File: src/hw/rtl/bsoc_pkg.sv
// ----------------------------------------------------------------------------
// bsoc_pkg
// Shared types, codes and saturation helpers of the state-of-charge estimator.
// ----------------------------------------------------------------------------
package bsoc_pkg;

  localparam logic [1:0] MODE_PREDICT = 2'd0;
  localparam logic [1:0] MODE_UPDATE  = 2'd1;
  localparam logic [1:0] MODE_RESET   = 2'd2;
  localparam logic [1:0] MODE_UNUSED  = 2'd3;

  localparam logic [2:0] REG_CAPACITY   = 3'd0;
  localparam logic [2:0] REG_EFFICIENCY = 3'd1;
  localparam logic [2:0] REG_CHG_NOISE  = 3'd2;
  localparam logic [2:0] REG_BIAS_NOISE = 3'd3;
  localparam logic [2:0] REG_OCV_SLOPE  = 3'd4;
  localparam logic [2:0] REG_VOLT_NOISE = 3'd5;

  localparam logic signed [47:0] SMAX = 48'sh7FFF_FFFF_FFFF;
  localparam logic [47:0]        SMAG = 48'h8000_0000_0000;
  localparam logic signed [63:0] S64_MAX = 64'sh0000_7FFF_FFFF_FFFF;
  localparam logic signed [63:0] S64_MIN = 64'shFFFF_8000_0000_0000;

  typedef struct packed {
    logic               start;
    logic signed [63:0] a;
    logic signed [48:0] b;
    logic [6:0]         sh;
  } mul_req_t;

  typedef struct packed {
    logic               done;
    logic signed [47:0] q;
    logic [63:0]        raw;
  } mul_rsp_t;

  typedef struct packed {
    logic              start;
    logic [63:0]       n;
    logic [47:0]       d;
    logic signed [7:0] sh;
    logic              neg;
  } div_req_t;

  typedef struct packed {
    logic               done;
    logic signed [47:0] q;
  } div_rsp_t;

  function automatic logic signed [47:0] sat48(input logic signed [63:0] v);
    if (v > S64_MAX) return SMAX;
    if (v < S64_MIN) return $signed(SMAG);
    return v[47:0];
  endfunction

  function automatic logic signed [47:0] signed_sat(input logic [47:0] m, input logic neg);
    if (neg) return $signed(48'(-m));
    if (m > SMAX) return SMAX;
    return $signed(m);
  endfunction

  function automatic logic signed [63:0] ext48(input logic signed [47:0] v);
    return {{16{v[47]}}, v};
  endfunction

endpackage

File: src/hw/rtl/bsoc_mul.sv
// ----------------------------------------------------------------------------
// bsoc_mul
// Iterative signed multiplier, 16-bit digit a cycle, with shift and saturation.
// ----------------------------------------------------------------------------
module bsoc_mul (
  input  logic               clk,
  input  logic               rst,
  input  bsoc_pkg::mul_req_t req,
  output bsoc_pkg::mul_rsp_t rsp
);

  logic [63:0]  ma;
  logic [47:0]  mb;
  logic         neg;
  logic [6:0]   sh;
  logic [111:0] acc;
  logic [1:0]   cnt;
  logic         busy;
  logic         post;
  logic [63:0]  a_mag;
  logic [48:0]  b_mag;
  logic [79:0]  pp;
  logic [111:0] shifted;
  logic         over;
  logic [47:0]  m;

  assign a_mag = req.a[63] ? 64'(-req.a) : 64'(req.a);
  assign b_mag = req.b[48] ? 49'(-req.b) : 49'(req.b);
  assign pp    = {16'd0, ma} * {64'd0, mb[47:32]};
  assign shifted = acc >> sh;
  assign over    = (|shifted[111:48]) || (shifted[47:0] > bsoc_pkg::SMAG);
  assign m       = over ? bsoc_pkg::SMAG : shifted[47:0];

  always_ff @(posedge clk) begin
    if (rst) begin
      busy     <= 1'b0;
      post     <= 1'b0;
      cnt      <= '0;
      rsp.done <= 1'b0;
    end else begin
      rsp.done <= 1'b0;
      if (req.start) begin
        ma   <= a_mag;
        mb   <= b_mag[47:0];
        neg  <= req.a[63] ^ req.b[48];
        sh   <= req.sh;
        acc  <= '0;
        cnt  <= '0;
        busy <= 1'b1;
      end else if (busy) begin
        acc <= (acc << 16) + {32'd0, pp};
        mb  <= mb << 16;
        cnt <= cnt + 2'd1;
        if (cnt == 2'd2) begin
          busy <= 1'b0;
          post <= 1'b1;
        end
      end else if (post) begin
        post     <= 1'b0;
        rsp.done <= 1'b1;
        rsp.q    <= bsoc_pkg::signed_sat(m, neg);
        rsp.raw  <= acc[63:0];
      end
    end
  end

endmodule

File: config.mk
export PLATFORM = sky130hd
export DESIGN_NAME = bsoc_mul
export DESIGN_NICKNAME = d
export VERILOG_FILES = /design/src/hw/rtl/bsoc_pkg.sv /design/src/hw/rtl/bsoc_mul.sv
export SDC_FILE = /design/constraint.sdc
export NUM_CORES = 2
export LEC_CHECK = 0
export BUFFER_PORTS_ARGS = -buffer_cell sky130_fd_sc_hd__buf_2
export CAP_MARGIN = 20
export CORE_MARGIN = 2
export CORE_UTILIZATION = 51
export CTS_CLUSTER_DIAMETER = 80
export DETAILED_ROUTE_END_ITERATION = 10
export PLACE_DENSITY = 0.68
export SKIP_LAST_GASP = 1
export SYNTH_ARGS = -nofsm -noshare
export SYNTH_HDL_FRONTEND = slang
export SYNTH_SLANG_ARGS = --single-unit
File: constraint.sdc
create_clock -name clk -period 17.5 [get_ports clk]
set_input_delay 3.5 -clock clk [delete_from_list [all_inputs] [get_ports clk]]
set_output_delay 3.5 -clock clk [all_outputs]
set_load 0.005 [all_outputs]
==> flow_summary.yaml <==
run_status:
  status: "finished clean"
global_routing:
  grt_usage: 0.403
  grt_pass1_vias: 53800
  grt_max_degree: 154
  grt_overflow_total: 0
  grt_pass1_wl_mm: 371
  antenna_found_initial: 19
route:
  postRouteAntennaNets: 0
  num_vias: 53800
  drt_wl_total_mm: 253
  drt_iter0_markers: 6692
  routedWlPerCell_um: 29.9
  post-route-drc-count: 0
  dr.pass1.iters: 7
  viasPerCell: 6.35
cts:
  cts_hold_buf: 0
  clk_pin_slew_ns: 0.06
  cts-resized-gates: 0
  cts_buffers: 45
  clock_latency_ns: 0.65
  ctsHtreeMaxLevel: 2
  cts_setup_buffers: 0
  cts_root_buffer: "clkbuf_16"
  tritoncts: "built"
  cts_max_path_buffers: 3
  cts.sinks: 349
yosys:
  ys_types: 91
  synth-async-reset-ratio: 0
  synth_top_area_share: 0.296
  yosys_register_bits: 349
  syn_area_mm2: 0.0628
  synth-warning-count: 0
  syn_nets: 8072
  synth_edf_count: 344
  synth_area_per_cell_um2: 9.17
  seq_area_frac_synth: 0.166
  synthFlopType: "edfxtp_1"
  synth_top_cell_by_area: "fa_1"
  synth_area_leaders: "fa_1 (30%), edfxtp_1 (16%), inv_1 (7.0%)"
  syn_inst: 6847
timing:
  finalSetupViolCount: 0
  slew_violations: 0
  fin_crit_ns: 9.31
  max_slew_margin: 0.183
  period_share: 0.532
  tns_ns: 0
  rsz0062_at_grt: "false"
  skew_ns: 0.0424
  max_freq_mhz: 107
  hold_viol_final: 0
  worstMarginPinSlew_ns: 1.19
  fin_ws_ns: 8.19
layout:
  drive_above_1_share: 0.111
  multi_input_area_mm2: 0.0462
  seq_area_mm2: 0.0104
  final_cell_mix: "inv_1 (1165), nand2_1 (958), fa_1 (930)"
  final_common_cell: "inv_1"
  n_fill_cell: 11100
  area_delta_synth_final_pct: 6.22
  nNetsFinal: 8033
die:
  ios: 236
  start_util: 0.515
  die_x_um: 355
  die-area_mm2: 0.126
  die_h_um: 355
  core_area_mm2: 0.122
  rows: 128
flow_run:
  drv_cap: 0
critical_path:
  slowest_delay_ns: 0.73
  endpoint_kind: "register"
  crit_path_start_kind: "register"
  cp_data_arrival_time_ns: 9.70
  required_ns: 17.89
  cp_slowest_cell: "or4b_2"
  critPathKind: "reg2reg"
  worstPathMaxFanout: 56
  crit_path_frequent_cell: "fa_1"
place:
  io_buffers: 235
  place.gp.congestion: 1.06
  place_ws_ns: 8.37
  dp_hpwl_mm: 195
min_path:
  hold_class: "reg2reg"
## logic make-up after synthesis
group | Yosys count | synth area share
and+or+nand+nor | 2191 | 0.168
DFF | 349 | 0.166
buffers and inverters | 1614 | 0.0990
adders and majority gates | 1102 | 0.331
muxes | 428 | 0.104
xor gates and xnor gates | 183 | 0.0255
AOI/OAI and AO/OA | 980 | 0.106
## Yosys cell counts (30+ instances only)
| cell | number |
|---|---|
| inv_1 | 1168 |
| nand2_1 | 958 |
| fa_1 | 930 |
| and2_1 | 406 |
| edfxtp_1 | 344 |
| clkbuf_1 | 336 |
| nor2_1 | 303 |
| a21oi_1 | 214 |
| o21ai_0 | 178 |
| ha_1 | 172 |
| mux4_2 | 172 |
| mux2i_1 | 157 |
| xnor2_1 | 127 |
| mux2_2 | 99 |
| nor3_1 | 99 |
| nand3_1 | 83 |
| a21o_1 | 79 |
| xor2_1 | 56 |
| o22ai_1 | 53 |
| buf_2 | 52 |
| o31ai_1 | 52 |
| nor2b_1 | 47 |
| and3_1 | 43 |
| or3_1 | 38 |
| a31oi_1 | 37 |
| or4_1 | 37 |
| a211oi_1 | 35 |
| nand2b_1 | 34 |
| a22oi_1 | 33 |
| buf_1 | 32 |
| o211ai_1 | 31 |
| nand4_1 | 30 |
## sequential cells by signal (all words and copies together) (netlist names)
name,flops
acc,112
busy,1
cnt,2
ma,64
mb,48
neg,1
post,1
rsp,113
sh,7
## routing by layer
metal,vias to the layer above,share of wire,global-route usage
li1,22500,-,-
met1,27200,0.39,0.545
met2,3416,0.43,0.604
met3,643,0.11,0.102
met4,18,0.062,0.200
met5,-,0.00047,0
## final cells by class
cell class / count / area share
multi-input cells: 4884 / 0.693
diodes: 10 / 0.000375
repair buffers: 354 / 0.0317
well taps: 1625 / 0.0305
flip-flops and latches: 349 / 0.156
clock buffers: 58 / 0.0190
clock inverters: 20 / 0.00313
inverters: 1174 / 0.0662
## per-stage QoR
step / utilization / instance area [um2] / hold slack (ns) / cells
global route: 0.547 / 66700 / 0.535 / 8464
global placement: 0.534 / 65200 / 0.468 / 8383
CTS: 0.546 / 66700 / 0.504 / 8461
finish: 0.547 / 66700 / 0.502 / 8474
detailed placement: 0.534 / 65200 / 0.482 / 8383
floorplan: - / 62800 / 0.445 / 6847
## path summary, 6_finish.rpt
path	start	to	slack [ns]	depth (start not counted)
max	mb[36]	acc[100]	8.19	26
min	cnt[1]	cnt[1]	0.50	2
min reg2reg	cnt[1]	cnt[1]	0.50	2
max reg2reg	mb[36]	acc[100]	8.19	26
## critical path, delay by kind of cell, from the launching register on
| family | cells | cell delay (ns) |
|---|---|---|
| AO/OA/AOI/OAI | 5 | 1.58 |
| adder cells (fa/ha/maj) | 7 | 3.28 |
| buffers and inverters | 6 | 1.08 |
| flip-flops | 1 | 0.63 |
| multiplexers | 1 | 0.37 |
| AND/OR/NAND/NOR | 7 | 2.07 |
Power is not shown: default switching activity piles up to over one toggle a cycle in this logic, so the estimate is an artifact.
